===== config.mk =====
export PLATFORM = sky130hd
export DESIGN_NAME = front_panel_response_framer
export DESIGN_NICKNAME = d
export VERILOG_FILES = /design/src/fpr_pkg.sv /design/src/fpr_ram.sv /design/src/fpr_datapath.sv /design/src/fpr_ctrl.sv /design/src/front_panel_response_framer.sv
export SDC_FILE = /design/constraint.sdc
export NUM_CORES = 1
export LEC_CHECK = 0
export BUFFER_PORTS_ARGS = -buffer_cell sky130_fd_sc_hd__buf_4
export CAP_MARGIN = 20
export CORE_UTILIZATION = 54
export CTS_BUF_LIST = sky130_fd_sc_hd__clkbuf_4
export DETAILED_ROUTE_END_ITERATION = 16
export PLACE_DENSITY = 0.72
export SLEW_MARGIN = 20
export SYNTH_ARGS = -nofsm -noshare
export SYNTH_HDL_FRONTEND = slang
export SYNTH_SLANG_ARGS = --single-unit

===== constraint.sdc =====
create_clock -name clk -period 3.5 [get_ports clk]
set_input_delay 0.525 -clock clk [delete_from_list [all_inputs] [get_ports clk]]
set_output_delay 0.525 -clock clk [all_outputs]
set_load 0.005 [all_outputs]

===== src/fpr_pkg.sv =====
// fpr_pkg: shared types, codes and the event length table of the
// front panel response framer. No dependencies.
package fpr_pkg;

  // result kinds
  localparam logic [1:0] KIND_KEY    = 2'd0;
  localparam logic [1:0] KIND_ANSWER = 2'd1;
  localparam logic [1:0] KIND_DROP   = 2'd2;

  // configuration register indexes
  localparam logic [1:0] CFG_END_MARKER = 2'd0;
  localparam logic [1:0] CFG_MIN_LENGTH = 2'd1;

  localparam logic [7:0] END_MARKER_RST = 8'd3;
  localparam logic [3:0] MIN_LENGTH_RST = 4'd5;

  // event codes
  localparam logic [7:0] EV_BUTTON  = 8'h51;
  localparam logic [7:0] EV_REMOTE  = 8'h63;
  localparam logic [7:0] EV_TIME    = 8'h15;
  localparam logic [7:0] EV_WAKE    = 8'h81;
  localparam logic [7:0] EV_INFO    = 8'hd4;
  localparam logic [7:0] EV_ANSWER0 = 8'he9;
  localparam logic [7:0] EV_ANSWER1 = 8'hf9;

  // first payload byte of an answer frame
  localparam int unsigned ANSWER_FIRST = 3;
  // position of the event byte
  localparam int unsigned EVENT_POS    = 2;

  typedef enum logic [1:0] {
    ST_IDLE,
    ST_NOTE,
    ST_READ,
    ST_SEND
  } fpr_state_t;

  typedef enum logic [1:0] {
    DEC_NONE,
    DEC_DROP,
    DEC_EMIT
  } fpr_dec_t;

  typedef struct packed {
    logic accept;
    logic load_drop;
    logic load_data;
    logic clear;
  } fpr_cmd_t;

  typedef struct packed {
    fpr_dec_t dec;
    logic     out_free;
    logic     run_last;
  } fpr_status_t;

  function automatic logic [3:0] length_for_event(input logic [7:0] ev);
    logic [3:0] len;
    case (ev)
      EV_BUTTON:  len = 4'd5;
      EV_REMOTE:  len = 4'd7;
      EV_TIME:    len = 4'd9;
      EV_WAKE:    len = 4'd5;
      EV_INFO:    len = 4'd8;
      EV_ANSWER0: len = 4'd13;
      EV_ANSWER1: len = 4'd13;
      default:    len = 4'd0;
    endcase
    return len;
  endfunction

endpackage


===== src/fpr_ram.sv =====
// fpr_ram: generic single write port, single read port RAM with
// registered read data. No dependencies.
module fpr_ram #(
  parameter int WIDTH = 8,
  parameter int DEPTH = 16,
  localparam int AW = $clog2(DEPTH)
) (
  input  logic             clk,
  input  logic             wr_en,
  input  logic [AW-1:0]    wr_addr,
  input  logic [WIDTH-1:0] wr_data,
  input  logic [AW-1:0]    rd_addr,
  output logic [WIDTH-1:0] rd_data
);

  logic [WIDTH-1:0] mem [DEPTH];

  always_ff @(posedge clk) begin
    if (wr_en) begin
      mem[wr_addr] <= wr_data;
    end
    rd_data <= mem[rd_addr];
  end

endmodule


===== src/fpr_datapath.sv =====
// fpr_datapath: configuration registers, frame counters, frame store,
// frame decision and the output register. Uses fpr_pkg and fpr_ram.
module fpr_datapath #(
  parameter int MAX_FRAME_BYTES = 16,
  localparam int AW = $clog2(MAX_FRAME_BYTES),
  localparam int LW = AW + 1
) (
  input  logic                clk,
  input  logic                rst_n,
  input  logic                cfg_valid,
  input  logic [1:0]          cfg_index,
  input  logic [7:0]          cfg_data,
  input  logic [7:0]          in_rx_byte,
  input  logic                out_ready,
  input  fpr_pkg::fpr_cmd_t   cmd,
  output fpr_pkg::fpr_status_t status,
  output logic                out_valid,
  output logic [1:0]          out_result_kind,
  output logic [7:0]          out_event_code,
  output logic [7:0]          out_data_byte,
  output logic [3:0]          out_byte_index,
  output logic                out_last
);

  logic [7:0]    end_marker_r;
  logic [3:0]    min_len_r;
  logic [AW-1:0] pos_r, pos_nxt;
  logic [7:0]    held_r, held_nxt;
  logic [3:0]    exp_r, exp_nxt;
  logic [AW-1:0] rd_addr_r, rd_addr_nxt;
  logic [AW-1:0] end_addr_r, end_addr_nxt;
  logic [3:0]    cnt_r, cnt_nxt;
  logic          key_r, key_nxt;

  logic          out_valid_r, out_valid_nxt;
  logic [1:0]    out_kind_r, out_kind_nxt;
  logic [7:0]    out_event_r, out_event_nxt;
  logic [7:0]    out_data_r, out_data_nxt;
  logic [3:0]    out_index_r, out_index_nxt;
  logic          out_last_r, out_last_nxt;

  logic [7:0]    rd_data;
  logic [LW-1:0] len;
  logic          at_event;
  logic [3:0]    exp_eff;
  logic [7:0]    held_eff;
  logic          is_marker, short_frame, no_exp, len_eq, len_ge, full;
  logic          emit_ok, drop;
  logic          is_key;
  fpr_pkg::fpr_dec_t dec;

  fpr_ram #(
    .WIDTH(8),
    .DEPTH(MAX_FRAME_BYTES)
  ) u_store (
    .clk    (clk),
    .wr_en  (cmd.accept),
    .wr_addr(pos_r),
    .wr_data(in_rx_byte),
    .rd_addr(rd_addr_r),
    .rd_data(rd_data)
  );

  // frame decision for the byte being transferred
  always_comb begin
    len         = LW'(pos_r) + LW'(1);
    at_event    = (pos_r == AW'(fpr_pkg::EVENT_POS));
    exp_eff     = at_event ? fpr_pkg::length_for_event(in_rx_byte) : exp_r;
    held_eff    = at_event ? in_rx_byte : held_r;
    is_marker   = (in_rx_byte == end_marker_r);
    short_frame = (len < LW'(min_len_r));
    no_exp      = (exp_eff == 4'd0);
    len_eq      = (len == LW'(exp_eff));
    len_ge      = (len >= LW'(exp_eff));
    full        = (len >= LW'(MAX_FRAME_BYTES));
    emit_ok     = is_marker && !short_frame && !no_exp && len_eq;
    drop        = is_marker ? (short_frame || no_exp) : (!no_exp && len_ge);
    is_key      = (held_eff == fpr_pkg::EV_BUTTON) || (held_eff == fpr_pkg::EV_REMOTE);
    if (emit_ok) begin
      dec = fpr_pkg::DEC_EMIT;
    end else if (drop || full) begin
      dec = fpr_pkg::DEC_DROP;
    end else begin
      dec = fpr_pkg::DEC_NONE;
    end
  end

  always_comb begin
    status.dec      = dec;
    status.out_free = !out_valid_r || out_ready;
    status.run_last = (rd_addr_r == end_addr_r);
  end

  always_comb begin
    pos_nxt      = pos_r;
    held_nxt     = held_r;
    exp_nxt      = exp_r;
    rd_addr_nxt  = rd_addr_r;
    end_addr_nxt = end_addr_r;
    cnt_nxt      = cnt_r;
    key_nxt      = key_r;
    if (cmd.accept) begin
      held_nxt = held_eff;
      if (dec == fpr_pkg::DEC_NONE) begin
        pos_nxt = pos_r + AW'(1);
        exp_nxt = exp_eff;
      end else begin
        pos_nxt = '0;
        exp_nxt = 4'd0;
      end
      if (dec == fpr_pkg::DEC_EMIT) begin
        key_nxt = is_key;
        cnt_nxt = 4'd0;
        if (is_key) begin
          rd_addr_nxt  = '0;
          end_addr_nxt = pos_r;
        end else begin
          rd_addr_nxt  = AW'(fpr_pkg::ANSWER_FIRST);
          end_addr_nxt = pos_r - AW'(1);
        end
      end
    end
    if (cmd.load_data) begin
      rd_addr_nxt = rd_addr_r + AW'(1);
      cnt_nxt     = cnt_r + 4'd1;
    end
    if (cmd.clear) begin
      held_nxt = 8'd0;
    end
  end

  always_comb begin
    out_valid_nxt = out_valid_r && !out_ready;
    out_kind_nxt  = out_kind_r;
    out_event_nxt = out_event_r;
    out_data_nxt  = out_data_r;
    out_index_nxt = out_index_r;
    out_last_nxt  = out_last_r;
    if (cmd.load_drop) begin
      out_valid_nxt = 1'b1;
      out_kind_nxt  = fpr_pkg::KIND_DROP;
      out_event_nxt = held_r;
      out_data_nxt  = 8'd0;
      out_index_nxt = 4'd0;
      out_last_nxt  = 1'b1;
    end else if (cmd.load_data) begin
      out_valid_nxt = 1'b1;
      out_kind_nxt  = key_r ? fpr_pkg::KIND_KEY : fpr_pkg::KIND_ANSWER;
      out_event_nxt = held_r;
      out_data_nxt  = rd_data;
      out_index_nxt = cnt_r;
      out_last_nxt  = status.run_last;
    end
  end

  always_ff @(posedge clk) begin
    if (!rst_n) begin
      end_marker_r <= fpr_pkg::END_MARKER_RST;
      min_len_r    <= fpr_pkg::MIN_LENGTH_RST;
      pos_r        <= '0;
      held_r       <= 8'd0;
      exp_r        <= 4'd0;
      out_valid_r  <= 1'b0;
    end else begin
      if (cfg_valid && cfg_index == fpr_pkg::CFG_END_MARKER) begin
        end_marker_r <= cfg_data;
      end
      if (cfg_valid && cfg_index == fpr_pkg::CFG_MIN_LENGTH) begin
        min_len_r <= cfg_data[3:0];
      end
      pos_r       <= pos_nxt;
      held_r      <= held_nxt;
      exp_r       <= exp_nxt;
      out_valid_r <= out_valid_nxt;
    end
  end

  always_ff @(posedge clk) begin
    rd_addr_r   <= rd_addr_nxt;
    end_addr_r  <= end_addr_nxt;
    cnt_r       <= cnt_nxt;
    key_r       <= key_nxt;
    out_kind_r  <= out_kind_nxt;
    out_event_r <= out_event_nxt;
    out_data_r  <= out_data_nxt;
    out_index_r <= out_index_nxt;
    out_last_r  <= out_last_nxt;
  end

  assign out_valid       = out_valid_r;
  assign out_result_kind = out_kind_r;
  assign out_event_code  = out_event_r;
  assign out_data_byte   = out_data_r;
  assign out_byte_index  = out_index_r;
  assign out_last        = out_last_r;

endmodule


===== src/fpr_ctrl.sv =====
// fpr_ctrl: controller state machine of the framer; sequences byte
// transfers, drop notices and frame emission. Uses fpr_pkg.
module fpr_ctrl (
  input  logic                 clk,
  input  logic                 rst_n,
  input  logic                 in_valid,
  output logic                 in_ready,
  input  fpr_pkg::fpr_status_t status,
  output fpr_pkg::fpr_cmd_t    cmd
);

  fpr_pkg::fpr_state_t state_r, state_nxt;

  always_ff @(posedge clk) begin
    if (!rst_n) begin
      state_r <= fpr_pkg::ST_IDLE;
    end else begin
      state_r <= state_nxt;
    end
  end

  always_comb begin
    state_nxt = state_r;
    cmd       = '0;
    in_ready  = 1'b0;
    case (state_r)
      fpr_pkg::ST_IDLE: begin
        in_ready = 1'b1;
        if (in_valid) begin
          cmd.accept = 1'b1;
          case (status.dec)
            fpr_pkg::DEC_DROP: state_nxt = fpr_pkg::ST_NOTE;
            fpr_pkg::DEC_EMIT: state_nxt = fpr_pkg::ST_READ;
            default:           state_nxt = fpr_pkg::ST_IDLE;
          endcase
        end
      end
      fpr_pkg::ST_NOTE: begin
        if (status.out_free) begin
          cmd.load_drop = 1'b1;
          cmd.clear     = 1'b1;
          state_nxt     = fpr_pkg::ST_IDLE;
        end
      end
      // store read issued; data is registered for the next cycle
      fpr_pkg::ST_READ: begin
        state_nxt = fpr_pkg::ST_SEND;
      end
      fpr_pkg::ST_SEND: begin
        if (status.out_free) begin
          cmd.load_data = 1'b1;
          if (status.run_last) begin
            cmd.clear = 1'b1;
            state_nxt = fpr_pkg::ST_IDLE;
          end else begin
            state_nxt = fpr_pkg::ST_READ;
          end
        end
      end
      default: begin
        state_nxt = fpr_pkg::ST_IDLE;
      end
    endcase
  end

endmodule


===== src/front_panel_response_framer.sv =====
// Front panel response framer, top level. Uses fpr_pkg, fpr_ctrl, fpr_datapath.
// A byte that does not end a frame leaves the controller idle, so the next byte may follow at once.
// A drop notice is loaded into the output register from the NOTE state, once that register is free.
// Each byte of an emitted run is one frame store read (registered, READ state)
// plus one output register load (SEND state). Output stalls hold the sequencer.
// Reset (synchronous, rst_n low) clears position, expected length, held event and output valid, sets config defaults.
module front_panel_response_framer #(
  parameter int MAX_FRAME_BYTES = 16
) (
  input  logic       clk,
  input  logic       rst_n,
  input  logic       cfg_valid,
  output logic       cfg_ready,
  input  logic [1:0] cfg_index,
  input  logic [7:0] cfg_data,
  input  logic       in_valid,
  output logic       in_ready,
  input  logic [7:0] in_rx_byte,
  output logic       out_valid,
  input  logic       out_ready,
  output logic [1:0] out_result_kind,
  output logic [7:0] out_event_code,
  output logic [7:0] out_data_byte,
  output logic [3:0] out_byte_index,
  output logic       out_last
);

  fpr_pkg::fpr_cmd_t    cmd;
  fpr_pkg::fpr_status_t status;

  assign cfg_ready = 1'b1;

  fpr_ctrl u_ctrl (
    .clk     (clk),
    .rst_n   (rst_n),
    .in_valid(in_valid),
    .in_ready(in_ready),
    .status  (status),
    .cmd     (cmd)
  );

  fpr_datapath #(
    .MAX_FRAME_BYTES(MAX_FRAME_BYTES)
  ) u_dp (
    .clk            (clk),
    .rst_n          (rst_n),
    .cfg_valid      (cfg_valid),
    .cfg_index      (cfg_index),
    .cfg_data       (cfg_data),
    .in_rx_byte     (in_rx_byte),
    .out_ready      (out_ready),
    .cmd            (cmd),
    .status         (status),
    .out_valid      (out_valid),
    .out_result_kind(out_result_kind),
    .out_event_code (out_event_code),
    .out_data_byte  (out_data_byte),
    .out_byte_index (out_byte_index),
    .out_last       (out_last)
  );

endmodule


**After elaboration in Yosys (flattened, before gate mapping)**

Memory sizes are Yosys's and may differ from the RTL's. A register that Yosys moved wholly into a read port is not among the register bits.
Index checks and enable logic that the tools add are counted.

- Register bits after elaboration: 67
- Bits in writable memories: 128
- Output and inout port bits: 26
- Logic and storage cells: 114
- Memories: 1

Memory list:

| name | depth | bits a word | rd ports | clocked after Yosys merged registers in | write ports | line | source |
|---|---|---|---|---|---|---|---|
| u_dp.u_store.mem | 16 | 8 | 1 | 1 | 1 | fpr_ram.sv:16 | `logic [WIDTH-1:0] mem [DEPTH];` |

- Add/sub/neg operators: 5
- Magnitude comparators: 3
- Equal/unequal tests: 22
- Multiplexer cells: 38
- Bitwise logic cells: 1
- Reduce and logical (&&, ||, !) cells: 28

Operators with widths:

| cell | count |
|---|---|
| $mux W4 | 10 |
| $eq A8 B7 Y1 const B | 4 |
| $eq A8 B8 Y1 const B | 4 |
| $mux W8 | 3 |
| $pmux W4 S5 | 1 |
| $mux W1 | 14 |
| $mux W2 | 7 |
| $add A4 B1 Y4 const B | 3 |
| $eq A8 B5 Y1 const B | 1 |
| $eq A8 B8 Y1 | 1 |
| $pmux W2 S4 | 1 |
| $logic_and A1 B1 Y1 | 7 |
| $eq A2 B1 Y1 const B | 3 |
| $eq A2 B2 Y1 const B | 3 |
| $logic_not A2 Y1 | 3 |
| $ne A2 B2 Y1 const B | 3 |
| $reduce_bool A2 Y1 | 3 |
| $reduce_or A2 Y1 | 3 |
| $add A4 B1 Y5 const B | 1 |
| $eq A5 B4 Y1 | 1 |
| $ge A5 B4 Y1 | 1 |
| $ge A5 B5 Y1 const B | 1 |
| $lt A5 B4 Y1 | 1 |
| $eq A4 B2 Y1 const B | 1 |
| 10 further kinds | 17 |

**Longest topological paths before layout**

- Word-level depth: 15
- Mapped depth: 15
- Depth with buffers taken out: 14

**Cells and area by module**

Synthesis repeated with hierarchy kept, for this count alone.

- Cells, all modules: 561
- Area, all modules: 8430.6 µm²

Modules (own cells, without submodules):

| module | instances | cells each | area an instance (µm²) | seq. area each (µm²) |
|---|---|---|---|---|
| fpr_ram | 1 | 229 | 5147.4 | 4003.8 |
| fpr_datapath | 1 | 315 | 3155.5 | 1511.4 |
| fpr_ctrl | 1 | 15 | 116.4 | 40.0 |
| front_panel_response_framer | 1 | 2 | 11.3 | 0.0 |

**Least setup slack after synthesis**

No wires, ideal clock.

- Path type: input to register
- Start point: input in_rx_byte[1]
- End point: register u_dp.cnt_r[0] (enable)
- Library setup time: 0.387 ns
- Arrival: 2.667 ns
- Data required time: 3.113 ns
- Setup slack: 0.447 ns
- Cell stages on the path: 9
- Path buffers: 1
- Path through: clkbuf_2 and3b_1 o21ai_0 nand2_1 a41oi_1 nor2_1 ha_1 nand4_1 o31ai_1

- Longest elaborated chain between the ends: 14

Ends and longest elaborated chain:

| element | line | source |
|---|---|---|
| from (decl) | front_panel_response_framer.sv:18 | `input logic [7:0] in_rx_byte,` |
| branches (longest 10 deep; another with $ge A5 B4 Y1) | n/a |  |
| $mux W2 (*) | fpr_datapath.sv:79 | `if (emit_ok) begin` |
| $eq A2 B2 Y1 (*) | fpr_datapath.sv:111 | `if (dec == fpr_pkg::DEC_EMIT) begin` |
| $reduce_bool A2 Y1 (no line) (*) | n/a |  |
| $reduce_and A2 Y1 (no line) (*) | n/a |  |
| to (signal assigned) | fpr_datapath.sv:181 | `cnt_r <= cnt_nxt;` |
| to (decl) | fpr_datapath.sv:32 | `logic [3:0] cnt_r, cnt_nxt;` |

Mark *: on every way between the ends.
A chain may end at the register's enable or synchronous reset.

**Worst setup path after layout**

- Start point: register u_dp.pos_r[0]
- End point: register u_dp.exp_r[0]

- Longest elaborated chain between the ends: 11

Ends and longest elaborated chain:

| element | line | source |
|---|---|---|
| from (decl) | fpr_datapath.sv:27 | `logic [AW-1:0] pos_r, pos_nxt;` |
| from (signal assigned) | fpr_datapath.sv:171 | `pos_r <= pos_nxt;` |
| branches (longest 10 deep; another with $add A4 B1 Y5) | n/a |  |
| $mux W4 (*) | fpr_datapath.sv:104 | `if (dec == fpr_pkg::DEC_NONE) begin` |
| to (signal assigned) | fpr_datapath.sv:173 | `exp_r <= exp_nxt;` |
| to (decl) | fpr_datapath.sv:29 | `logic [3:0] exp_r, exp_nxt;` |

Marked as above.

==> results list <==
- Run status: completed
* Count of H-tree levels built during CTS: 2
- Global routing finished with a remaining overflow of 0.
- Fin. Hold Viols: 0
- Mean instance size in the synthesized netlist: 15.20 um2
- Global Route Usage Sum: 23.09%
- Type of the worst min-delay path: in -> reg
- Setup repair after global routing left no endpoint under its margin.
- Setup violations remaining at the end of the flow were counted as 0.
- Among all flip-flop cells after synthesis, the most frequent one is edfxtp_1.
- Hold buffers post-CTS: 0
* Leakage power summed over all cells: 3.381 nW
* Average via count per standard cell: 5.746
- The worst setup path is of the reg -> reg kind.
- Syn Nets: 585
- The synthesized netlist occupies a cell area of 8329 um2.
- After synthesis, the netlist uses 55 different library cells.
* Instance area at placement: 8841 um2
* Number of flops mapped to enable cells by yosys: 149
* Most instantiated cells after synthesis: 149 x edfxtp_1, 65 x nand2_1, 54 x dfxtp_1
* Multi-input logic area: 2585 um2
- Worst Setup End Kind: flop
* Post-synthesis cell count: 548
- Via total after detailed routing: 4913
* Final-stage net count: 665
- The first routing iteration left 368 violations.
- The synthesized design spends more area on one cell type than any other, namely edfxtp_1.
- For the worst setup path, the data required time is 4.04 ns.
* Final cycle utilization of the critical path: 86.22%
* Clock tree buffer depth: 3
- Final Critical Period: 3.018 ns
* Fraction of the yosys area taken by sequential cells: 66.70%
- The wire-length estimate of the detail-placed layout is 10.77 mm.
* Wire length of the first global-routing pass: 27.14 mm
* Power density normalized to cell area: 537.4 nW/um2
- From bottom edge to top edge, the die measures 126.2 um.
* Relative slew slack: 46.02%
- CP Max Fanout: 9
- DRC violations left: 0
* Most numerous cell in the Yosys netlist: edfxtp_1
- Starting density of the core: 54.99%
- Final ANT Viol Nets: 0
- STA classifies the critical path startpoint as a flop.
- Final estimated routing congestion in global placement: 0.9434
- Row count: 45
- Total length of routed wires: 17.32 mm
- Cell area after layout: 9507 um2
* Slew Limit Fails: 0
- Counting every sink on the clock net gives 203.
- Relative to the synthesized area, the layout overhead comes to 14.14%.
- TritonCTS built the clock tree.
- Dividing the detail-routed wire length by the instance count gives 20.25 um.
* Vias in the first global route: 4997
- Buffers added to address setup during post-CTS repair amount to 0.
- Fraction of registers with async set/reset: 0%
* Pin count of the biggest net entering global routing: 37
* Worst-case vdd ir drop: 0.2829 mV
* Top cell type's share of synthesized area: 53.72%
* Main area contributors after synthesis: edfxtp_1 54%, dfxtp_1 13%, mux4_2 11%, nand2_1 2.9%, ha_1 2.1%
- In this run the standard cell core region covers 15150 um2.
- For the pin with the worst max-slew slack, the measured transition is 0.8097 ns.
- Gates resized during post-CTS repair numbered 0.
- Achievable frequency: 331.4 MHz
- Clock-pin slew was measured on the worst setup and hold paths at 0.07 ns.
- Synthesis inferred 203 register bits.
- Clock latency on the worst-skew pair, taken at its later pin, is 0.66 ns.
* Antenna violations before repair: 1
- Synth warnings: 0
- Layout cells sized above 1: 28.68%
- The floorplan step defined a die boundary enclosing 15930 um2.
- Detailed Routing Iterations Pass 1: 5
* Sum of negative setup slack: 0 ns
- Worst path arrival time: 3.56 ns
- Summing all flip-flop and latch instances after layout gives 5555 um2.
- Port bufs: 47
- The die is 126.2 um wide.
* Clock Root Buffer: clkbuf_4
* Largest clock skew in the final design: 0.03198 ns
* Number of filler instances in the final layout: 1167
- I/O pins: 49
* Number of buffers added by the clock tree synthesis step: 51
- Across the run, the number of max-cap violations was 0.
-- routing by layer --
layer / track usage [%] / vias to the layer above / part of all wire [%]
li1: - / 2270 / -
met1: 31.49 / 2424 / 43
met2: 36.69 / 185 / 49
met3: 5.310 / 34 / 6.5
met4: 8.292 / 0 / 1.9
met5: 0 / - / 0
-- stage by stage --
stage / setup WS (ns) / cells / util [%] / power (mW) / hold WS, ns
after floorplan: 0.4467 / 548 / - / 3.015 / 0.4162
after global placement: 0.5067 / 763 / 58.37 / 3.163 / 0.4265
after detailed placement: 0.4363 / 763 / 58.37 / 3.181 / 0.4311
after CTS: 0.5020 / 854 / 62.75 / 5.150 / 0.07955
after global routing: 0.2698 / 855 / 62.77 / 5.332 / 0.08999
final: 0.4824 / 855 / 62.77 / 5.108 / 0.1145
-- cell families (layout without fill, tap and decap cells) --
group | Yosys count | after routing | share of synthesized area [%]
AND/OR/NAND/NOR | 167 | 167 | 10.21
adder cells (fa/ha/maj) | 14 | 14 | 2.103
AO/OA/AOI/OAI | 51 | 51 | 4.327
other | 1 | 2 | 0.04502
buffers and inverters | 40 | 158 | 2.268
multiplexers | 51 | 51 | 12.14
flip-flops | 203 | 203 | 66.70
XOR/XNOR | 21 | 21 | 2.208
-- power by group --
group          switching, mW  internal (mW)
Combinational          0.250          0.174
Sequential            0.0396           2.67
Clock                  0.901           1.08
-- flip-flops by register name, summed over array words and instances (netlist names), 2 cells and up --
register	count
u_ctrl.state_r	2
u_dp.cnt_r	4
u_dp.end_addr_r	4
u_dp.end_marker_r	8
u_dp.exp_r	4
u_dp.held_r	8
u_dp.min_len_r	4
u_dp.out_byte_index	4
u_dp.out_data_byte	8
u_dp.out_event_code	8
u_dp.out_result_kind	2
u_dp.pos_r	4
u_dp.rd_addr_r	4
u_dp.u_store.mem	128
u_dp.u_store.rd_data	8
-- layout by cell type (no fill, tap or decap), types with 5 or more instances in the layout --
master,count
edfxtp_1,149
clkbuf_4,84
nand2_1,65
buf_4,57
dfxtp_1,54
mux4_2,40
nand3_1,31
xnor2_1,18
nor2_1,16
a21oi_1,16
ha_1,14
o21ai_0,13
mux2i_1,11
nor2b_1,10
and2_1,9
inv_1,8
clkinv_1,6
and3_1,5
o31ai_1,5
-- worst max-delay path: stages, from the launching register on --
cell     delay [ns]
dfxtp_1        0.39
inv_1          0.19
ha_1           0.25
nor3b_4        0.41
and3_1         0.24
a21oi_1        0.06
ha_1           0.32
nor2b_1        0.14
o21ai_0        0.13
nand3_1        0.09
a31o_2         0.25
and2_4         0.18
o41ai_4        0.27
-- worst paths after layout --
path | startpoint | end | slack [ns] | cells past startpoint
max | u_dp.pos_r[0] | u_dp.exp_r[0] | 0.48 | 12
min | cfg_data[0] | u_dp.min_len_r[0] | 0.11 | 3
max reg2reg | u_dp.pos_r[0] | u_dp.exp_r[0] | 0.48 | 12
min reg2reg | u_dp.out_data_byte[0] | u_dp.out_data_byte[0] | 0.44 | 2
-- area by class of cell --
type,instances,share of cell area (%)
Sequential cell,203,58.44
Multi-Input combinational cell,305,27.19
Inverter,10,0.3948
Tap cell,188,2.474
Clock inverter,7,0.3422
Timing Repair Buffer,57,4.501
Antenna cell,1,0.02632
Clock buffer,84,6.633
Note: power is estimated with default switching activity, not from simulation.
